<file path="src/hdl/arpmru_pkg.sv">
`timescale 1ns / 1ps
`default_nettype none
// ----------------------------------------------------------------------------
// arpmru_pkg: shared types and constants of the ARP cache table
// Field widths, request operation codes, result status codes and the
// default table depth.
// ----------------------------------------------------------------------------
package arpmru_pkg;

    localparam int IP_W        = 32;
    localparam int MAC_W       = 48;
    localparam int OCTET_W     = 8;
    localparam int ENTRIES_DEF = 16;

    // last octet that marks a broadcast address, never learned
    localparam logic [OCTET_W-1:0] LAST_OCTET_BCAST = 8'hFF;

    typedef enum logic {
        OP_LOOKUP = 1'b0,
        OP_UPDATE = 1'b1
    } op_t;

    typedef enum logic [2:0] {
        ST_HIT       = 3'd0,
        ST_MISS      = 3'd1,
        ST_REFRESHED = 3'd2,
        ST_INSERTED  = 3'd3,
        ST_EVICTED   = 3'd4,
        ST_IGNORED   = 3'd5
    } status_t;

endpackage
`default_nettype wire

</file>
<file path="src/hdl/arpmru_req_if.sv">
`timescale 1ns / 1ps
`default_nettype none
// ----------------------------------------------------------------------------
// arpmru_req_if: request channel of the ARP cache table
// Valid/ready handshake carrying the operation, IPv4 address and MAC.
// ----------------------------------------------------------------------------
interface arpmru_req_if;
    import arpmru_pkg::*;

    logic                valid;
    logic                ready;
    op_t                 operation;
    logic [IP_W-1:0]     ip_addr;
    logic [MAC_W-1:0]    mac_addr;

    modport source (
        output valid,
        output operation,
        output ip_addr,
        output mac_addr,
        input  ready
    );

    modport sink (
        input  valid,
        input  operation,
        input  ip_addr,
        input  mac_addr,
        output ready
    );

endinterface
`default_nettype wire

</file>
<file path="src/hdl/arpmru_rsp_if.sv">
`timescale 1ns / 1ps
`default_nettype none
// ----------------------------------------------------------------------------
// arpmru_rsp_if: response channel of the ARP cache table
// Valid/ready handshake carrying status, hit flag and returned MAC.
// ----------------------------------------------------------------------------
interface arpmru_rsp_if;
    import arpmru_pkg::*;

    logic                valid;
    logic                ready;
    status_t             status;
    logic                hit;
    logic [MAC_W-1:0]    mac_out;

    modport source (
        output valid,
        output status,
        output hit,
        output mac_out,
        input  ready
    );

    modport sink (
        input  valid,
        input  status,
        input  hit,
        input  mac_out,
        output ready
    );

endinterface
`default_nettype wire

</file>
<file path="src/hdl/arp_cache_mru_table_unit.sv">
`timescale 1ns / 1ps
`default_nettype none
// ----------------------------------------------------------------------------
// arp_cache_mru_table_unit: IPv4-to-MAC cache kept in recency order
// Fully associative table of ENTRIES slots with a per-slot recency rank.
// Lookups return the MAC of a matching slot; updates refresh or insert,
// evicting the least recent slot when the table is full.
// ----------------------------------------------------------------------------
// Usage:
//   req  : one request per handshake (operation, ip_addr, mac_addr).
//   rsp  : exactly one response per request, in request order.
//   Every request is captured in an input register; one pass of compare,
//   rank update and decode then writes the table and loads the response
//   register. One request is taken every cycle while the response side
//   does not stall. That pass (the parallel address compare over all
//   slots plus the rank compare) sets the clock.
//   A stalled response holds in its register; the input register keeps
//   one request waiting behind it, and req.ready drops only while both
//   are full and rsp.ready is low.
//   Reset clears all valid bits and ranks and empties both registers;
//   the table is usable in the first cycle after reset.
// ----------------------------------------------------------------------------
module arp_cache_mru_table_unit #(
    parameter int ENTRIES = arpmru_pkg::ENTRIES_DEF
) (
    input  wire          clk,
    input  wire          rst_n,
    arpmru_req_if.sink   req,
    arpmru_rsp_if.source rsp
);
    import arpmru_pkg::*;

    localparam int RANK_W = $clog2(ENTRIES);

    // table storage
    logic [ENTRIES-1:0] valid_reg;
    logic [IP_W-1:0]    ip_reg   [ENTRIES];
    logic [MAC_W-1:0]   mac_reg  [ENTRIES];
    logic [RANK_W-1:0]  rank_reg [ENTRIES];

    // input register
    logic               s1_valid_reg;
    op_t                s1_op_reg;
    logic [IP_W-1:0]    s1_ip_reg;
    logic [MAC_W-1:0]   s1_mac_reg;

    // response register
    logic               rsp_valid_reg;
    status_t            rsp_status_reg;
    logic               rsp_hit_reg;
    logic [MAC_W-1:0]   rsp_mac_reg;

    logic               out_free;
    logic               s1_fire;

    // table decode
    logic [ENTRIES-1:0] match;
    logic               hit_any;
    logic [RANK_W-1:0]  hit_rank;
    logic [MAC_W-1:0]   hit_mac;
    logic               full;
    logic [ENTRIES-1:0] free_oh;
    logic [ENTRIES-1:0] evict_oh;
    logic               ignored;

    // decided action
    logic               do_touch;
    logic [ENTRIES-1:0] touch_oh;
    logic [RANK_W:0]    touch_rank;
    logic               do_mac_wr;
    logic               do_insert;
    status_t            status_next;
    logic               hit_next;
    logic [MAC_W-1:0]   mac_out_next;

    // handshake: advance when the response register can take a result
    assign out_free  = !rsp_valid_reg || rsp.ready;
    assign s1_fire   = s1_valid_reg && out_free;
    assign req.ready = !s1_valid_reg || out_free;

    // capture request
    always_ff @(posedge clk or negedge rst_n)
    begin
        if (!rst_n)
        begin
            s1_valid_reg <= 1'b0;
        end
        else if (req.ready)
        begin
            s1_valid_reg <= req.valid;
        end
    end

    always_ff @(posedge clk)
    begin
        if (req.valid && req.ready)
        begin
            s1_op_reg  <= req.operation;
            s1_ip_reg  <= req.ip_addr;
            s1_mac_reg <= req.mac_addr;
        end
    end

    // compare address against every slot, gather matched rank and MAC
    always_comb
    begin
        hit_rank = '0;
        hit_mac  = '0;
        for (int i = 0; i < ENTRIES; i++)
        begin
            match[i]    = valid_reg[i] && (ip_reg[i] == s1_ip_reg);
            evict_oh[i] = (rank_reg[i] == RANK_W'(ENTRIES - 1));
            if (match[i])
            begin
                hit_rank = hit_rank | rank_reg[i];
                hit_mac  = hit_mac | mac_reg[i];
            end
        end
    end

    assign hit_any = |match;
    assign full    = &valid_reg;
    // lowest clear valid bit
    assign free_oh = ~valid_reg & (valid_reg + ENTRIES'(1));
    assign ignored = (s1_ip_reg == '0) ||
                     (s1_ip_reg[OCTET_W-1:0] == LAST_OCTET_BCAST);

    // decide result and table action
    always_comb
    begin
        do_touch     = 1'b0;
        touch_oh     = '0;
        touch_rank   = '0;
        do_mac_wr    = 1'b0;
        do_insert    = 1'b0;
        status_next  = ST_MISS;
        hit_next     = 1'b0;
        mac_out_next = '0;
        if (s1_op_reg == OP_LOOKUP)
        begin
            if (hit_any)
            begin
                do_touch     = 1'b1;
                touch_oh     = match;
                touch_rank   = {1'b0, hit_rank};
                status_next  = ST_HIT;
                hit_next     = 1'b1;
                mac_out_next = hit_mac;
            end
        end
        else if (ignored)
        begin
            status_next = ST_IGNORED;
        end
        else if (hit_any)
        begin
            do_touch    = 1'b1;
            do_mac_wr   = 1'b1;
            touch_oh    = match;
            touch_rank  = {1'b0, hit_rank};
            status_next = ST_REFRESHED;
            hit_next    = 1'b1;
        end
        else
        begin
            do_touch  = 1'b1;
            do_mac_wr = 1'b1;
            do_insert = 1'b1;
            if (full)
            begin
                // least recent slot holds the top rank
                touch_oh    = evict_oh;
                touch_rank  = (RANK_W+1)'(ENTRIES - 1);
                status_next = ST_EVICTED;
            end
            else
            begin
                // new slot counts as older than all others
                touch_oh    = free_oh;
                touch_rank  = (RANK_W+1)'(ENTRIES);
                status_next = ST_INSERTED;
            end
        end
    end

    // update valid bits and recency ranks
    always_ff @(posedge clk or negedge rst_n)
    begin
        if (!rst_n)
        begin
            valid_reg <= '0;
            for (int i = 0; i < ENTRIES; i++)
            begin
                rank_reg[i] <= '0;
            end
        end
        else if (s1_fire && do_touch)
        begin
            for (int i = 0; i < ENTRIES; i++)
            begin
                if (touch_oh[i])
                begin
                    rank_reg[i] <= '0;
                    if (do_insert)
                    begin
                        valid_reg[i] <= 1'b1;
                    end
                end
                else if (valid_reg[i] && ({1'b0, rank_reg[i]} < touch_rank))
                begin
                    rank_reg[i] <= rank_reg[i] + RANK_W'(1);
                end
            end
        end
    end

    // write address and MAC payload
    always_ff @(posedge clk)
    begin
        if (s1_fire)
        begin
            for (int i = 0; i < ENTRIES; i++)
            begin
                if (touch_oh[i] && do_mac_wr)
                begin
                    mac_reg[i] <= s1_mac_reg;
                end
                if (touch_oh[i] && do_insert)
                begin
                    ip_reg[i] <= s1_ip_reg;
                end
            end
        end
    end

    // hold response until taken
    always_ff @(posedge clk or negedge rst_n)
    begin
        if (!rst_n)
        begin
            rsp_valid_reg <= 1'b0;
        end
        else if (out_free)
        begin
            rsp_valid_reg <= s1_valid_reg;
        end
    end

    always_ff @(posedge clk)
    begin
        if (s1_fire)
        begin
            rsp_status_reg <= status_next;
            rsp_hit_reg    <= hit_next;
            rsp_mac_reg    <= mac_out_next;
        end
    end

    assign rsp.valid   = rsp_valid_reg;
    assign rsp.status  = rsp_status_reg;
    assign rsp.hit     = rsp_hit_reg;
    assign rsp.mac_out = rsp_mac_reg;

    // an address lives in at most one slot
    a_single_match: assert property (@(posedge clk) disable iff (!rst_n)
        s1_valid_reg |-> $onehot0(match))
        else $error("address matched more than one slot");

    // a full table has exactly one least recent slot
    a_one_victim: assert property (@(posedge clk) disable iff (!rst_n)
        (s1_fire && do_insert && full) |-> $onehot(evict_oh))
        else $error("eviction victim not unique");

    // slots are never freed
    a_valid_grows: assert property (@(posedge clk) disable iff (!rst_n)
        1'b1 |=> ($countones(valid_reg) >= $countones($past(valid_reg))))
        else $error("valid slot count dropped");

    // hit flag only on a lookup hit or a refresh
    a_hit_status: assert property (@(posedge clk) disable iff (!rst_n)
        (rsp_valid_reg && rsp_hit_reg) |->
        (rsp_status_reg == ST_HIT || rsp_status_reg == ST_REFRESHED))
        else $error("hit flag with wrong status");

    // returned MAC is zero unless a lookup hit
    a_mac_zero: assert property (@(posedge clk) disable iff (!rst_n)
        (rsp_valid_reg && rsp_status_reg != ST_HIT) |-> (rsp_mac_reg == '0))
        else $error("nonzero MAC on non-hit response");

endmodule
`default_nettype wire

</file>
<file path="src/flat_wrapper.sv">
// flat-port wrapper written by rule: the top's interface ports become plain ports
module arp_cache_mru_table_unit_flat import arpmru_pkg::*;
#(
    parameter int ENTRIES = arpmru_pkg::ENTRIES_DEF
)
  (clk, rst_n, req_valid, req_operation, req_ip_addr, req_mac_addr, req_ready, rsp_valid, rsp_status, rsp_hit, rsp_mac_out, rsp_ready);
  arpmru_req_if req_i ();
  arpmru_rsp_if rsp_i ();
  input  wire clk;
  input  wire rst_n;
  input wire logic [$bits(req_i.valid)-1:0] req_valid;
  input wire logic [$bits(req_i.operation)-1:0] req_operation;
  input wire logic [$bits(req_i.ip_addr)-1:0] req_ip_addr;
  input wire logic [$bits(req_i.mac_addr)-1:0] req_mac_addr;
  output wire logic [$bits(req_i.ready)-1:0] req_ready;
  output wire logic [$bits(rsp_i.valid)-1:0] rsp_valid;
  output wire logic [$bits(rsp_i.status)-1:0] rsp_status;
  output wire logic [$bits(rsp_i.hit)-1:0] rsp_hit;
  output wire logic [$bits(rsp_i.mac_out)-1:0] rsp_mac_out;
  input wire logic [$bits(rsp_i.ready)-1:0] rsp_ready;
  assign req_i.valid = req_valid;
  assign req_i.operation = req_operation;
  assign req_i.ip_addr = req_ip_addr;
  assign req_i.mac_addr = req_mac_addr;
  assign req_ready = req_i.ready;
  assign rsp_valid = rsp_i.valid;
  assign rsp_status = rsp_i.status;
  assign rsp_hit = rsp_i.hit;
  assign rsp_mac_out = rsp_i.mac_out;
  assign rsp_i.ready = rsp_ready;
  arp_cache_mru_table_unit #(.ENTRIES(ENTRIES)) u_core (.clk(clk), .rst_n(rst_n), .req(req_i), .rsp(rsp_i));
endmodule
</file>
<file path="config.mk">
export PLATFORM = sky130hd
export DESIGN_NAME = arp_cache_mru_table_unit_flat
export DESIGN_NICKNAME = d
export VERILOG_FILES = /design/src/hdl/arpmru_pkg.sv /design/src/hdl/arpmru_req_if.sv /design/src/hdl/arpmru_rsp_if.sv /design/src/hdl/arp_cache_mru_table_unit.sv /design/src/flat_wrapper.sv
export SDC_FILE = /design/constraint.sdc
export NUM_CORES = 2
export LEC_CHECK = 0
export ABC_AREA = 1
export ABC_CLOCK_PERIOD_IN_PS = 6700
export BUFFER_PORTS_ARGS = -buffer_cell sky130_fd_sc_hd__buf_4
export CORE_UTILIZATION = 50
export DETAILED_ROUTE_END_ITERATION = 10
export HOLD_SLACK_MARGIN = 0.02
export PLACE_DENSITY = 0.7
export SYNTH_ARGS = -nofsm -noshare
export SYNTH_HDL_FRONTEND = slang
export SYNTH_SLANG_ARGS = --single-unit
</file>
<file path="constraint.sdc">
create_clock -name clk -period 6.7 [get_ports clk]
set_input_delay 0.67 -clock clk [delete_from_list [all_inputs] [get_ports clk]]
set_output_delay 0.67 -clock clk [all_outputs]
set_load 0.01 [all_outputs]
</file>
==> results_dict.tcl <==
set metrics [dict create \
    status "finished, final reports clean" \
    synth-simple-area-share_pct 11.8 \
    whs_ns 0.0608 \
    path_class "flop to flop" \
    grt_pass1_vias 39300 \
    crit_required_ns 7.11 \
    fin_setup_tns_ns 0 \
    track_usage_pct 28.4 \
    dp_hpwl_um 98500 \
    syn_area_um2 61900 \
    drc_errors 0 \
    hp-class "input pin to flop" \
    synth.mux.area_fraction_pct 0 \
    drt_iter0_markers 5992 \
    dpl.cell_count 6517 \
    yosys.area.top_type "edfxtp_1" \
    post_cts_buffers 0 \
    synth_top_family_by_area "simple AND/OR/NAND/NOR gates" \
    drive_gt1_share_pct 11.0 \
    holdBufCountCts 7 \
    synth_xor_area_share_pct 2.07 \
    multi_input_area_um2 15300 \
    synth-edff-count 1413 \
    hold_violations 0 \
    ant_nets 0 \
    critPathArrivalTime_ns 5.80 \
    synth_top_area_share_pct 68.5 \
    post-route-min-period_ns 5.39 \
    endpoint_kind "flop" \
    cpPeakStageDelay_ns 0.72 \
    fp.coreArea_um2 122000 \
    grt_start_max_net_pins 61 \
    die_w_um 354 \
    synthArstFlopShare_pct 5.48 \
    cts_buffers 150 \
    clkLatencyLatePin_ns 0.79 \
    synth_compound_area_share_pct 9.05 \
    ys.warnings.count 0 \
    area_delta_synth_final_pct 13.1 \
    initial_utilization_pct 50.6 \
    root_buffer "clkbuf_16" \
    drv_slew 0 \
    finalWeightedCongestion 0.965 \
    worst_path_most_repeated_cell "nor2_1" \
    num_vias 40900 \
    ir_worst_vdd_mv 0.338 \
    worstHoldStart "req_mac_addr[14]" \
    syn_inst 4833 \
    crit_slowest_cell "buf_4" \
    final_nets 5200 \
    clock_sinks 1495 \
    syn_nets 4982 \
    row_count 128 \
    drv_cap 0 \
    fin_crit_sh_pct 80.5 \
    syn_avg_cell_area_um2 12.8 \
    crit_chain "buf_4, inv_2, nand2_1, o21ai_0, nor3_1, nand3b_1, nor2_4, nor2_1, nand2_1, nor2_1, nand2_4, nor2_1, o21ai_0, nand3_1, nor2_4, buf_4" \
    slew_headroom_pct 16.4 \
    final-seq-area_um2 44500 \
    pin_count 139 \
    overflow 0 \
    clock_skew_ns 0.0313 \
    rsz0062_at_grt "no" \
    netlist_top_cells_count "edfxtp_1, nand2_1, nor2_1" \
    cts_resized 0 \
    largest_reg_flops 768 \
    wirelength_um 180000 \
    p_per_area_nw_per_um2 340 \
    crit_path_start_kind "flop" \
    worstReg2RegStart "u_core.s1_ip_reg[16]$_DFFE_PP_" \
    drtPass1Iterations 9 \
    p_leak_nw 25.7 \
    die-area_um2 125000 \
    yosysMostFrequentCell "edfxtp_1" \
    ys_top_cells_by_area "edfxtp_1, nand2_1, a22o_1, dfrtp_1, nor2_1" \
    htree_levels 4 \
    yosysSeqAreaShare_pct 71.9 \
    io_buffer_count 138 \
    synth.distinct_cells 47 \
    antenna_found_initial 4 \
    ys_seq_elements 1495 \
    cts_buffer_depth 3 \
    stdcell_count 6792 \
    wl_per_cell_um 26.5 \
    synth-main-ff-cell "edfxtp_1" \
    tightest_slew_ns 1.25 \
    fill_cells 9622 \
    path_max_fanout 39 \
    setup_viol 0 \
    fmax_mhz 185 \
    die_h_um 354 \
    vias_per_cell 6.02 \
    cp-startpoint "u_core.s1_ip_reg[16]$_DFFE_PP_" \
    clk_pin_slew_worst_paths_ns 0.06 \
    synth_fa_ha_area_share_pct 1.29 \
    cts_tree "built" \
    grt_pass1_wl_um 259000 \
]
==> layout by cell type (no fill, tap or decap), types with 31 or more instances in the layout <==
cell type,count
inv_2,31
nand3_1,113
xnor2_1,133
o21ai_1,55
nand2_1,1070
ha_1,64
a31oi_1,48
dfrtp_1,82
a221oi_1,96
nor4_1,62
clkbuf_16,153
nand4_1,42
o21ai_0,185
edfxtp_1,1413
nor2_4,36
a21oi_1,61
a22o_1,293
clkinv_1,38
clkbuf_1,35
nor2_1,356
buf_4,238
inv_1,349
==> power breakdown <==
part	switching, mW	internal, mW	total [mW]
Sequential	0.624	11.5	12.1
Clock	3.58	4.67	8.26
Combinational	2.52	0.969	3.49
==> worst max-delay path: cells and delay by family, from the launching register on <==
kind            cells  cell delay [ns]
compound gates      2             0.25
simple gates       11             2.83
buf+inv             3             1.51
flops               1             0.34
==> path summary, 6_finish.rpt <==
check / slack (ns) / end / cells past startpoint
min: 0.06 / u_core.s1_mac_reg[14]$_DFFE_PP_ / 1
min reg2reg: 0.55 / u_core.rsp.valid$_DFFE_PN0P_ / 2
min in group asynchronous: 0.34 / u_core.rank_reg[44]$_DFFE_PN0P_ / 2
max: 1.31 / u_core.mac_reg[0][185]$_DFFE_PP_ / 16
max in group asynchronous: 5.15 / u_core.valid_reg[10]$_DFFE_PN0P_ / 3
max reg2reg: 1.31 / u_core.mac_reg[0][185]$_DFFE_PP_ / 16
==> final cells by class <==
type | instances | share of cell area, %
Sequential cell | 1495 | 63.5
Inverter | 387 | 2.08
Clock inverter | 77 | 1.13
Clock buffer | 190 | 5.70
Tap cell | 1625 | 2.90
Multi-Input combinational cell | 2768 | 21.9
Timing Repair Buffer | 249 | 2.77
Antenna cell | 1 | 0.00357
==> metrics by stage <==
step	util [%]	worst slack, ns	power, mW	instance area (um^2)
5_1_grt	57.2	1.13	24.6	70000
6_report	57.2	1.31	23.8	70000
3_3_place_gp	53.2	1.61	15.5	65200
3_5_place_dp	53.2	1.50	15.7	65200
4_1_cts	57.2	1.48	23.8	70000
2_1_floorplan	-	1.65	14.3	61900
==> metal layers <==
layer / track usage [%] / share of wire [%] / vias to the layer above
li1: - / - / 17800
met5: 0 / 0.0072 / -
met4: 10.0 / 3.4 / 2
met2: 44.4 / 46 / 2616
met3: 5.34 / 12 / 395
met1: 39.9 / 39 / 20100
==> kinds of logic (layout without fill, tap and decap cells) <==
kind of cell,count (synthesis),in the layout
other,0,1
buffers and inverters,570,903
adders and majority gates,64,64
xor gates and xnor gates,146,146
AOI/OAI and AO/OA,791,791
DFF,1495,1495
and+or+nand+nor,1767,1767
Power figures use the tool's default switching activity.
